--- config.mk ---
export PLATFORM = sky130hd
export DESIGN_NAME = neighbor_view_filter
export DESIGN_NICKNAME = d
export VERILOG_FILES = /design/src/rtl/core/nvf_pkg.sv /design/src/rtl/core/nvf_ram.sv /design/src/rtl/core/nvf_front.sv /design/src/rtl/core/nvf_back.sv /design/src/rtl/core/neighbor_view_filter.sv
export SDC_FILE = /design/constraint.sdc
export NUM_CORES = 2
export LEC_CHECK = 0
export ABC_CLOCK_PERIOD_IN_PS = 13300
export BUFFER_PORTS_ARGS = -buffer_cell sky130_fd_sc_hd__buf_2
export CAP_MARGIN = 40
export CORE_MARGIN = 2
export CORE_UTILIZATION = 25
export DETAILED_ROUTE_END_ITERATION = 10
export HOLD_SLACK_MARGIN = 0.08
export SETUP_SLACK_MARGIN = 0.05
export SLEW_MARGIN = 30
export SYNTH_ARGS = -nofsm -noshare
export SYNTH_HDL_FRONTEND = slang
export SYNTH_SLANG_ARGS = --single-unit
--- constraint.sdc ---
create_clock -name clock -period 13.3 [get_ports clock]
set_clock_uncertainty 0.05 [all_clocks]
set_input_delay 0.665 -clock clock [delete_from_list [all_inputs] [get_ports clock]]
set_output_delay 0.665 -clock clock [all_outputs]
set_load 0.02 [all_outputs]
--- src/rtl/core/nvf_pkg.sv ---
// Package for the neighbor view filter: shared types, codes and constants.
// Used by nvf_front, nvf_back and neighbor_view_filter. No dependencies.
package nvf_pkg;

   // Register index codes on the CSR write channel
   typedef enum logic [1:0] {
      REG_ROBOT_COUNT     = 2'd0,
      REG_VIEW_RANGE      = 2'd1,
      REG_HALF_VIEW_ANGLE = 2'd2
   } csr_index_type;

   // Request kinds
   localparam logic MODE_UPDATE = 1'b0;
   localparam logic MODE_QUERY  = 1'b1;

   localparam int CORDIC_STEPS = 16;
   localparam logic signed [15:0] FAKE_POS = 16'sd25600;
   localparam logic signed [17:0] GAIN_Q16 = 18'sd39797;

   typedef struct packed {
      logic [3:0]  robot_count;
      logic [14:0] view_range;
      logic [15:0] half_view_angle;
   } cfg_type;

   // Classified request handed from front to back
   typedef struct packed {
      logic        is_query;
      logic        idx_ok;
      logic [2:0]  idx;
      logic [15:0] pos_x;
      logic [15:0] pos_y;
      logic [15:0] heading;
   } item_type;

   // arctan(2^-i), pi = 2^23
   function automatic logic signed [25:0] atan_at(input logic [3:0] i);
      logic signed [25:0] v;
      begin
         case (i)
            4'd0:    v = 26'sd2097152;
            4'd1:    v = 26'sd1238021;
            4'd2:    v = 26'sd654136;
            4'd3:    v = 26'sd332050;
            4'd4:    v = 26'sd166669;
            4'd5:    v = 26'sd83416;
            4'd6:    v = 26'sd41718;
            4'd7:    v = 26'sd20860;
            4'd8:    v = 26'sd10430;
            4'd9:    v = 26'sd5215;
            4'd10:   v = 26'sd2608;
            4'd11:   v = 26'sd1304;
            4'd12:   v = 26'sd652;
            4'd13:   v = 26'sd326;
            4'd14:   v = 26'sd163;
            default: v = 26'sd81;
         endcase
         return v;
      end
   endfunction

endpackage

--- src/rtl/core/nvf_ram.sv ---
// Generic single-port-write, single-port-read RAM with registered read data.
// No dependencies.
module nvf_ram #(
   parameter int WIDTH = 48,
   parameter int DEPTH = 8
) (
   input  logic                     clock,
   input  logic                     wr_en,
   input  logic [$clog2(DEPTH)-1:0] wr_addr,
   input  logic [WIDTH-1:0]         wr_data,
   input  logic [$clog2(DEPTH)-1:0] rd_addr,
   output logic [WIDTH-1:0]         rd_data
);

   logic [WIDTH-1:0] mem_ff [DEPTH];
   logic [WIDTH-1:0] rd_data_ff;

   always_ff @(posedge clock) begin
      if (wr_en) begin
         mem_ff[wr_addr] <= wr_data;
      end
      rd_data_ff <= mem_ff[rd_addr];
   end

   assign rd_data = rd_data_ff;

endmodule

--- src/rtl/core/nvf_front.sv ---
// Front end: accepts requests, classifies them and queues them for the back end.
// Depends on nvf_pkg.
module nvf_front #(
   parameter int MAX_ROBOTS = 8
) (
   input  logic              clock,
   input  logic              reset,
   input  logic              req_tvalid,
   output logic              req_tready,
   input  logic [55:0]       req_tdata,  // robot_index, pos_x, pos_y, heading
   input  logic              req_tuser,  // mode
   output logic              item_valid,
   output nvf_pkg::item_type item,
   input  logic              item_pop
);
   import nvf_pkg::*;

   item_type   slot_ff [2];
   logic       wr_ptr_ff, rd_ptr_ff;
   logic [1:0] count_ff;
   item_type   new_item;
   logic       push;

   // classify the incoming request
   always_comb begin
      new_item.is_query = (req_tuser == MODE_QUERY);
      new_item.idx      = req_tdata[2:0];
      new_item.idx_ok   = (32'(req_tdata[2:0]) < MAX_ROBOTS);
      new_item.pos_x    = req_tdata[18:3];
      new_item.pos_y    = req_tdata[34:19];
      new_item.heading  = req_tdata[50:35];
   end

   assign req_tready = (count_ff != 2'd2);
   assign push       = req_tvalid && req_tready;
   assign item_valid = (count_ff != 2'd0);
   assign item       = slot_ff[rd_ptr_ff];

   // two-entry queue
   always_ff @(posedge clock) begin
      if (push) begin
         slot_ff[wr_ptr_ff] <= new_item;
      end
      if (reset) begin
         wr_ptr_ff <= 1'b0;
         rd_ptr_ff <= 1'b0;
         count_ff  <= 2'd0;
      end else begin
         if (push) begin
            wr_ptr_ff <= !wr_ptr_ff;
         end
         if (item_pop) begin
            rd_ptr_ff <= !rd_ptr_ff;
         end
         count_ff <= count_ff + 2'(push) - 2'(item_pop);
      end
   end

endmodule

--- src/rtl/core/nvf_back.sv ---
// Back end: pose table, per-agent range test, CORDIC rotation and angle test.
// Depends on nvf_pkg and nvf_ram.
module nvf_back #(
   parameter int MAX_ROBOTS = 8,
   parameter int COORD_BITS = 16
) (
   input  logic              clock,
   input  logic              reset,
   input  nvf_pkg::cfg_type  cfg,
   input  logic              item_valid,
   input  nvf_pkg::item_type item,
   output logic              item_pop,
   output logic              rsp_tvalid,
   input  logic              rsp_tready,
   output logic [39:0]       rsp_tdata,  // target_index, local_x, local_y
   output logic              rsp_tuser,  // seen
   output logic              rsp_tlast
);
   import nvf_pkg::*;

   localparam int AW = (MAX_ROBOTS > 1) ? $clog2(MAX_ROBOTS) : 1;
   localparam int CW = $clog2(MAX_ROBOTS + 1);
   localparam logic signed [32:0] SAT_HI = (33'sd1 <<< (COORD_BITS - 1)) - 33'sd1;
   localparam logic signed [32:0] SAT_LO = -SAT_HI - 33'sd1;

   typedef enum logic [3:0] {
      S_IDLE, S_OBS, S_TGT, S_DX2, S_DY2, S_ROT0, S_ROT, S_GX, S_GY,
      S_VEC0, S_VEC, S_EMIT
   } state_type;

   state_type state_ff, state_in;
   logic [CW-1:0] j_ff, j_in, n_ff, n_in;
   logic [2:0]    idx_ff, idx_in;
   logic          obs_ok_ff, obs_ok_in, pair_ok_ff, pair_ok_in;
   logic [15:0]   obs_x_ff, obs_x_in, obs_y_ff, obs_y_in, obs_h_ff, obs_h_in;
   logic signed [16:0] dx_ff, dx_in, dy_ff, dy_in;
   logic signed [35:0] acc_ff, acc_in;
   logic [29:0]   vr2_ff, vr2_in;
   logic signed [28:0] x_ff, x_in, y_ff, y_in;
   logic signed [25:0] z_ff, z_in;
   logic [3:0]    i_ff, i_in;
   logic signed [22:0] lx_ff, lx_in, ly_ff, ly_in;
   logic          seen_ff, seen_in;
   logic          rsp_valid_ff, rsp_valid_in, rsp_seen_ff, rsp_seen_in;
   logic          rsp_last_ff, rsp_last_in;
   logic [2:0]    rsp_tgt_ff, rsp_tgt_in;
   logic [15:0]   rsp_x_ff, rsp_x_in, rsp_y_ff, rsp_y_in;

   logic [MAX_ROBOTS-1:0] valid_ff, valid_in;
   logic          rd_valid_ff;
   logic [AW-1:0] rd_addr;
   logic [47:0]   rd_data;
   logic          wr_en;

   logic signed [29:0] mul_a;
   logic signed [17:0] mul_b;
   logic signed [47:0] prod, prod_rnd;

   // pose table: {heading, y, x}
   nvf_ram #(.WIDTH(48), .DEPTH(MAX_ROBOTS)) u_pose_ram (
      .clock   (clock),
      .wr_en   (wr_en),
      .wr_addr (AW'(item.idx)),
      .wr_data ({item.heading, item.pos_y, item.pos_x}),
      .rd_addr (rd_addr),
      .rd_data (rd_data)
   );

   assign wr_en    = (state_ff == S_IDLE) && item_valid && !item.is_query && item.idx_ok;
   assign item_pop = (state_ff == S_IDLE) && item_valid;

   // read address follows the agent about to be examined
   always_comb begin
      case (state_ff)
         S_IDLE:  rd_addr = AW'(item.idx);
         S_OBS:   rd_addr = '0;
         S_EMIT:  rd_addr = AW'(j_ff + CW'(1));
         default: rd_addr = AW'(j_ff);
      endcase
   end

   // shared multiplier
   always_comb begin
      case (state_ff)
         S_OBS: begin
            mul_a = $signed({15'b0, cfg.view_range});
            mul_b = $signed({3'b0, cfg.view_range});
         end
         S_DX2: begin
            mul_a = 30'(dx_ff);
            mul_b = 18'(dx_ff);
         end
         S_DY2: begin
            mul_a = 30'(dy_ff);
            mul_b = 18'(dy_ff);
         end
         S_GX: begin
            mul_a = 30'(x_ff);
            mul_b = GAIN_Q16;
         end
         S_GY: begin
            mul_a = 30'(y_ff);
            mul_b = GAIN_Q16;
         end
         default: begin
            mul_a = '0;
            mul_b = '0;
         end
      endcase
      prod     = 48'(mul_a) * 48'(mul_b);
      prod_rnd = prod + 48'sd8388608;
   end

   // sequencer
   always_comb begin
      logic [15:0] ang, rem, qsum;
      logic [1:0]  q;
      logic signed [28:0] x0, y0, xs, ys;
      logic signed [25:0] thr;
      logic signed [32:0] sx, sy;
      logic        last;
      begin
         state_in = state_ff;   j_in = j_ff;         n_in = n_ff;
         idx_in = idx_ff;       obs_ok_in = obs_ok_ff; pair_ok_in = pair_ok_ff;
         obs_x_in = obs_x_ff;   obs_y_in = obs_y_ff; obs_h_in = obs_h_ff;
         dx_in = dx_ff;         dy_in = dy_ff;       acc_in = acc_ff;
         vr2_in = vr2_ff;       x_in = x_ff;         y_in = y_ff;
         z_in = z_ff;           i_in = i_ff;         lx_in = lx_ff;
         ly_in = ly_ff;         seen_in = seen_ff;   valid_in = valid_ff;
         rsp_valid_in = rsp_valid_ff && !rsp_tready;
         rsp_seen_in = rsp_seen_ff; rsp_last_in = rsp_last_ff; rsp_tgt_in = rsp_tgt_ff;
         rsp_x_in = rsp_x_ff;   rsp_y_in = rsp_y_ff;
         xs = x_ff >>> i_ff;    ys = y_ff >>> i_ff;
         ang  = 16'h0000 - obs_h_ff;
         qsum = ang + 16'h2000;
         q    = qsum[15:14];
         rem  = ang - {q, 14'b0};
         x0 = 29'(dx_ff) <<< 8;
         y0 = 29'(dy_ff) <<< 8;
         thr = $signed({2'b0, cfg.half_view_angle, 8'b0});
         sx = 33'(lx_ff);
         sy = 33'(ly_ff);
         last = ((j_ff + CW'(1)) == n_ff);

         unique case (state_ff)
            S_IDLE: begin
               if (item_valid) begin
                  if (item.is_query) begin
                     idx_in    = item.idx;
                     obs_ok_in = item.idx_ok;
                     if (item.idx_ok == 1'b0 && 1'b0) begin
                        obs_ok_in = 1'b0;
                     end
                     if (cfg.robot_count == 4'd0) begin
                        n_in = CW'(1);
                     end else if (32'(cfg.robot_count) > MAX_ROBOTS) begin
                        n_in = CW'(MAX_ROBOTS);
                     end else begin
                        n_in = CW'(cfg.robot_count);
                     end
                     state_in = S_OBS;
                  end else if (item.idx_ok) begin
                     valid_in[AW'(item.idx)] = 1'b1;
                  end
               end
            end
            S_OBS: begin
               obs_x_in = rd_valid_ff ? rd_data[15:0]  : '0;
               obs_y_in = rd_valid_ff ? rd_data[31:16] : '0;
               obs_h_in = rd_valid_ff ? rd_data[47:32] : '0;
               vr2_in   = 30'(prod);
               j_in     = '0;
               state_in = S_TGT;
            end
            S_TGT: begin
               dx_in = $signed(17'(signed'(rd_valid_ff ? rd_data[15:0] : 16'h0)))
                     - $signed(17'(signed'(obs_x_ff)));
               dy_in = $signed(17'(signed'(rd_valid_ff ? rd_data[31:16] : 16'h0)))
                     - $signed(17'(signed'(obs_y_ff)));
               pair_ok_in = obs_ok_ff && (32'(j_ff) != 32'(idx_ff));
               state_in = S_DX2;
            end
            S_DX2: begin
               acc_in   = 36'(prod);
               state_in = S_DY2;
            end
            S_DY2: begin
               acc_in   = acc_ff + 36'(prod);
               state_in = S_ROT0;
            end
            S_ROT0: begin
               seen_in = 1'b0;
               if (pair_ok_ff && ($unsigned(acc_ff) <= 36'(vr2_ff))) begin
                  case (q)
                     2'd0: begin x_in = x0;  y_in = y0;  end
                     2'd1: begin x_in = -y0; y_in = x0;  end
                     2'd2: begin x_in = -x0; y_in = -y0; end
                     default: begin x_in = y0; y_in = -x0; end
                  endcase
                  z_in = 26'(signed'(rem)) <<< 8;
                  i_in = '0;
                  state_in = S_ROT;
               end else begin
                  state_in = S_EMIT;
               end
            end
            S_ROT: begin
               if (z_ff >= 0) begin
                  x_in = x_ff - ys; y_in = y_ff + xs; z_in = z_ff - atan_at(i_ff);
               end else begin
                  x_in = x_ff + ys; y_in = y_ff - xs; z_in = z_ff + atan_at(i_ff);
               end
               i_in = i_ff + 4'd1;
               if (i_ff == 4'(CORDIC_STEPS - 1)) begin
                  state_in = S_GX;
               end
            end
            S_GX: begin
               lx_in    = prod_rnd[46:24];
               state_in = S_GY;
            end
            S_GY: begin
               ly_in    = prod_rnd[46:24];
               state_in = S_VEC0;
            end
            S_VEC0: begin
               if (lx_ff < 0) begin
                  seen_in  = 1'b0;
                  state_in = S_EMIT;
               end else if (ly_ff == 0) begin
                  seen_in  = 1'b1;
                  state_in = S_EMIT;
               end else begin
                  x_in = 29'(lx_ff) <<< 8;
                  y_in = (ly_ff < 0) ? (-(29'(ly_ff)) <<< 8) : (29'(ly_ff) <<< 8);
                  z_in = '0;
                  i_in = '0;
                  state_in = S_VEC;
               end
            end
            S_VEC: begin
               if (y_ff > 0) begin
                  x_in = x_ff + ys; y_in = y_ff - xs; z_in = z_ff + atan_at(i_ff);
               end else begin
                  x_in = x_ff - ys; y_in = y_ff + xs; z_in = z_ff - atan_at(i_ff);
               end
               i_in = i_ff + 4'd1;
               if (i_ff == 4'(CORDIC_STEPS - 1)) begin
                  seen_in  = (z_in <= thr);
                  state_in = S_EMIT;
               end
            end
            S_EMIT: begin
               if (!rsp_valid_ff || rsp_tready) begin
                  rsp_valid_in = 1'b1;
                  rsp_tgt_in   = 3'(j_ff);
                  rsp_seen_in  = seen_ff;
                  rsp_last_in  = last;
                  if (seen_ff) begin
                     rsp_x_in = 16'((sx > SAT_HI) ? SAT_HI : ((sx < SAT_LO) ? SAT_LO : sx));
                     rsp_y_in = 16'((sy > SAT_HI) ? SAT_HI : ((sy < SAT_LO) ? SAT_LO : sy));
                  end else begin
                     rsp_x_in = FAKE_POS;
                     rsp_y_in = FAKE_POS;
                  end
                  if (last) begin
                     state_in = S_IDLE;
                  end else begin
                     j_in     = j_ff + CW'(1);
                     state_in = S_TGT;
                  end
               end
            end
            default: state_in = S_IDLE;
         endcase
      end
   end

   // state and registered outputs
   always_ff @(posedge clock) begin
      if (reset) begin
         state_ff     <= S_IDLE;
         valid_ff     <= '0;
         rsp_valid_ff <= 1'b0;
      end else begin
         state_ff     <= state_in;
         valid_ff     <= valid_in;
         rsp_valid_ff <= rsp_valid_in;
      end
      rd_valid_ff <= valid_ff[rd_addr];
      j_ff <= j_in;           n_ff <= n_in;           idx_ff <= idx_in;
      obs_ok_ff <= obs_ok_in; pair_ok_ff <= pair_ok_in;
      obs_x_ff <= obs_x_in;   obs_y_ff <= obs_y_in;   obs_h_ff <= obs_h_in;
      dx_ff <= dx_in;         dy_ff <= dy_in;         acc_ff <= acc_in;
      vr2_ff <= vr2_in;       x_ff <= x_in;           y_ff <= y_in;
      z_ff <= z_in;           i_ff <= i_in;           lx_ff <= lx_in;
      ly_ff <= ly_in;         seen_ff <= seen_in;
      rsp_seen_ff <= rsp_seen_in; rsp_last_ff <= rsp_last_in; rsp_tgt_ff <= rsp_tgt_in;
      rsp_x_ff <= rsp_x_in;   rsp_y_ff <= rsp_y_in;
   end

   assign rsp_tvalid = rsp_valid_ff;
   assign rsp_tdata  = {5'b0, rsp_y_ff, rsp_x_ff, rsp_tgt_ff};
   assign rsp_tuser  = rsp_seen_ff;
   assign rsp_tlast  = rsp_last_ff;

endmodule

--- src/rtl/core/neighbor_view_filter.sv ---
// Neighbor view filter top: CSR registers, front queue and back-end engine.
// An update request is written to the pose table from the idle state; a query fetches the
// observer, then tests each agent for range; agents in range also pass through the 16-step
// CORDIC rotation loop and, where needed, the 16-step vectoring loop in the back end.
// Results leave through an output register; requests queue two deep in front.
// Synchronous active-high reset clears the pose table (valid bits) and loads CSR defaults.
module neighbor_view_filter #(
   parameter int MAX_ROBOTS = 8,
   parameter int COORD_BITS = 16
) (
   input  logic        clock,
   input  logic        reset,
   input  logic        req_tvalid,
   output logic        req_tready,
   input  logic [55:0] req_tdata,  // robot_index, pos_x, pos_y, heading
   input  logic        req_tuser,  // mode
   output logic        rsp_tvalid,
   input  logic        rsp_tready,
   output logic [39:0] rsp_tdata,  // target_index, local_x, local_y
   output logic        rsp_tuser,  // seen
   output logic        rsp_tlast,  // last
   input  logic        csr_valid,
   output logic        csr_ready,
   input  logic [1:0]  csr_index,
   input  logic [15:0] csr_data
);
   import nvf_pkg::*;

   cfg_type  cfg_ff;
   logic     item_valid, item_pop;
   item_type item;

   assign csr_ready = 1'b1;

   // configuration registers
   always_ff @(posedge clock) begin
      if (reset) begin
         cfg_ff.robot_count     <= 4'd4;
         cfg_ff.view_range      <= 15'd7680;
         cfg_ff.half_view_angle <= 16'd13653;
      end else if (csr_valid) begin
         unique case (csr_index_type'(csr_index))
            REG_ROBOT_COUNT:     cfg_ff.robot_count     <= csr_data[3:0];
            REG_VIEW_RANGE:      cfg_ff.view_range      <= csr_data[14:0];
            REG_HALF_VIEW_ANGLE: cfg_ff.half_view_angle <= csr_data;
            default: ;
         endcase
      end
   end

   nvf_front #(.MAX_ROBOTS(MAX_ROBOTS)) u_front (
      .clock      (clock),
      .reset      (reset),
      .req_tvalid (req_tvalid),
      .req_tready (req_tready),
      .req_tdata  (req_tdata),
      .req_tuser  (req_tuser),
      .item_valid (item_valid),
      .item       (item),
      .item_pop   (item_pop)
   );

   nvf_back #(.MAX_ROBOTS(MAX_ROBOTS), .COORD_BITS(COORD_BITS)) u_back (
      .clock      (clock),
      .reset      (reset),
      .cfg        (cfg_ff),
      .item_valid (item_valid),
      .item       (item),
      .item_pop   (item_pop),
      .rsp_tvalid (rsp_tvalid),
      .rsp_tready (rsp_tready),
      .rsp_tdata  (rsp_tdata),
      .rsp_tuser  (rsp_tuser),
      .rsp_tlast  (rsp_tlast)
   );

endmodule

==> results.ini <==
[power_and_ir_drop]
peakVddDrop_uv=231
pwr-share-clk=0.227
p_leak_nw=32.8
switchingPower_mw=5.42
power_density_nw_per_um2=161
power_switching_share=0.413
pwr-share-seq=0.318
internal_power_mw=7.69
comb_power_share=0.454

[cells_and_area]
seq_area_um2=27100
area_delta_synth_final_pct=13.5
fin_cells=11300
fillers=29700
fin_nets=8480
drive_gt1_frac=0.0836
multi_input_area_um2=40200

[die]
die_y_um=540
row_count=196
pin_count=125
die-area_um2=292000
die_w_um=540
initial_core_util=0.252
core-area_um2=285000

[sta]
final_max_slew_viol_count=0
setup_ws_ns=1.64
rsz0062_at_grt=false
slew-limit-headroom=0.310
period_share=0.876
period_needed_ns=11.66
final.setup.tns_ns=0
finalHoldViolCount=0
worst_pin_slew_ns=1.03
fmax_mhz=85.8
setup_viol=0

[synthesis]
synthMuxAreaShare=0.0339
synthCells=7422
synth_edf_count=820
synth.yosys.seq_area_share=0.377
syn_avg_cell_area_um2=9.68
synth_compound_area_frac=0.123
synth_cell_types=91
yosys.area_share.simple=0.154
synth_xor_area_frac=0.0311
async_flop_share=0
yosys.area_share.adder=0.214
mappedNetlistArea_um2=71800
synth_area_leaders=edfxtp_1, fa_1, ha_1
synth_top_area_cell=edfxtp_1
synth_ff_type=edfxtp_1
yosys.area.top_type_share=0.343
synth-seq-cells=944
yosysWarnings=0
synth_top_family_by_area=adder cells

[clocking]
cts_made_buffers=103
post_cts_buffers=0
insertion_delay_ns=0.76
cts.sinks=944
clockBufferDepth=3
clockRootBuffer=clkbuf_16
h-tree-depth=3
cts_tree=yes
path_clk_slew_ns=0.07

[route]
ant_nets=0
drt-initial-drc-count=4824
post_drt_wl_per_cell_um=19.7
first_pass_iters=7
drc=0
wirelength_um=223000
via_per_inst=4.87
vias=55200

[critical_path]
worst-path-max-fanout=30
worstSetupPathType=reg2reg
critPathLaunchType=register
slowest_delay_ns=0.72
critPathCapture=u_back.acc_ff[28]$_DFFE_PP_
r2r-start=u_back.state_ff[1]$_SDFFE_PP0P_
cpMostUsedCell=fa_1
required_ns=13.64
worst-path-buf-inv=6
cp.depth=38
startpoint=u_back.state_ff[1]$_SDFFE_PP0P_
crit_slowest_cell=clkinv_1
rr_worst_depth=38
worstPathArrival_ns=12.00
ff2ff_setup_slack_ns=1.64
end_kind=register
cpLargestDelayFamily=adder cells
reg2reg_to=u_back.acc_ff[28]$_DFFE_PP_

[global_routing]
grt_max_degree=95
grt_pass1_wl_um=341000
grt_pass1_vias=56000
grt_overflow=0
globalRouteTotalUtil=0.151
antenna_found_initial=13

[placement]
placedCellCount=11100
dp_hpwl_um=168000
port_buffers=113
place_ws_ns=1.85
routabilityCongestion=0.959

[flow_run]
drv_cap=0

[outcome]
outcome=completed

[hold_path]
hold_path.class=in2reg
hold_depth=3

-- registers in the layout, indices dropped and copies added, names as in the netlist, 8 cells and up, named ones only --
signal and flops:
u_back.dx_ff 17, u_back.lx_ff 23, u_back.obs_y_ff 16, u_back.obs_x_ff 16, u_back.vr2_ff 30, u_back.rsp_x_ff 16, u_back.x_ff 29, u_back.u_pose_ram.rd_data 48
u_front.slot_ff 104, u_back.acc_ff 36, u_back.rsp_y_ff 16, u_back.y_ff 29, u_back.z_ff 26, u_back.dy_ff 17, u_back.obs_h_ff 16, u_back.u_pose_ram.mem_ff 384
u_back.valid_ff 8, cfg_ff 35, u_back.ly_ff 23
-- stage by stage --
step / instance area, um2 / total power [mW] / hold WS (ns) / util
global route: 81500 / 14.0 / 0.123 / 0.285
detailed placement: 77200 / 10.1 / 0.399 / 0.270
CTS: 81300 / 13.1 / 0.0825 / 0.285
global placement: 76800 / 9.93 / 0.394 / 0.269
floorplan: 71900 / 8.18 / 0.386 / -
finish: 81500 / 13.1 / 0.137 / 0.285
-- worst min path at each step --
stage                              endpoint                    start
finish              cfg_ff[14]$_SDFFE_PP0P_             csr_data[14]
global route        cfg_ff[14]$_SDFFE_PP0P_             csr_data[14]
CTS                 cfg_ff[14]$_SDFFE_PP0P_             csr_data[14]
detailed placement   cfg_ff[7]$_SDFFE_PP0P_   cfg_ff[7]$_SDFFE_PP0P_
global placement    cfg_ff[11]$_SDFFE_PP0P_  cfg_ff[11]$_SDFFE_PP0P_
floorplan           cfg_ff[11]$_SDFFE_PP0P_  cfg_ff[11]$_SDFFE_PP0P_
-- logic make-up (layout without fill, tap and decap cells) --
kind of cell               after synthesis  after routing
AOI/OAI and AO/OA                     1341           1341
DFF                                    944            944
other                                    2             20
muxes                                  196            196
and+or+nand+nor                       2489           2489
adders and majority gates              919            919
xor gates and xnor gates               255            255
buffers and inverters                 1276           1408
-- power groups by stage --
stage	Combinational [mW]	Sequential (mW)	Clock (mW)
2_1_floorplan	4.05	4.13	0
6_report	5.95	4.17	2.98
4_1_cts	5.91	4.17	3.05
3_3_place_gp	5.70	4.22	0
5_1_grt	6.63	4.20	3.15
3_5_place_dp	5.84	4.23	0
-- worst register-to-register path: cells and delay by family, from the launching register on --
kind,cells,cell delay [ns]
AOI/OAI and AO/OA,16,3.38
adders and majority gates,8,3.82
buffers and inverters,6,1.24
and+or+nand+nor,6,1.60
xor gates and xnor gates,2,0.49
DFF,1,0.71
-- per-layer routing --
metal,routed length [um],vias up,global-route usage
li1,-,25500,-
met1,92300,27400,0.191
met2,105000,1912,0.252
met3,14600,422,0.0227
met4,11100,10,0.0689
met5,57,-,0
-- cells in the final DEF, fill, tap and decap left out, drive strengths merged, types with 50 or more instances in the layout --
| cell type | synthesis | final |
|---|---|---|
| nor3 | 74 | 74 |
| buf | 43 | 247 |
| inv | 899 | 907 |
| ha | 405 | 405 |
| a21oi | 341 | 341 |
| dlygate4sd3 | 0 | 52 |
| edfxtp | 820 | 820 |
| nor2b | 72 | 72 |
| nand2b | 55 | 55 |
| nand3 | 328 | 328 |
| and2 | 80 | 80 |
| o21ai | 335 | 335 |
| mux2 | 86 | 86 |
| xnor2 | 164 | 164 |
| xor2 | 91 | 91 |
| nor2 | 606 | 606 |
| a221oi | 50 | 50 |
| mux2i | 81 | 81 |
| dfxtp | 124 | 124 |
| a221o | 51 | 51 |
| nand2 | 1052 | 1052 |
| a21o | 99 | 99 |
| clkbuf | 323 | 141 |
| fa | 514 | 514 |
-- final cells by class --
cell class | count | share of cell area
repair buffers | 304 | 0.0299
well taps | 3762 | 0.0578
flip-flops and latches | 944 | 0.333
clock inverters | 58 | 0.00877
multi-input cells | 5218 | 0.494
inverters | 910 | 0.0419
clock buffers | 136 | 0.0350
diodes | 2 | 0.0000614
-- repair_timing --
action                                 4_1_cts  5_1_grt
hold buffers                                52        0
gates resized for setup                      0        0
setup endpoints to repair                    0        0
endpoints found under the hold margin      104        0
-- Yosys cell counts, types with 55 or more instances --
master       n
fa_1       514
nor2b_1     72
xor2_1      91
a21oi_1    341
inv_1      896
a21o_1      99
nand2b_1    55
nor3_1      74
dfxtp_1    124
o21ai_0    309
nor2_1     606
nand2_1   1052
mux2_2      85
nand3_1    328
edfxtp_1   820
ha_1       405
and2_1      77
xnor2_1    164
clkbuf_1   323
mux2i_1     81
(Power assumes the default switching activity.)
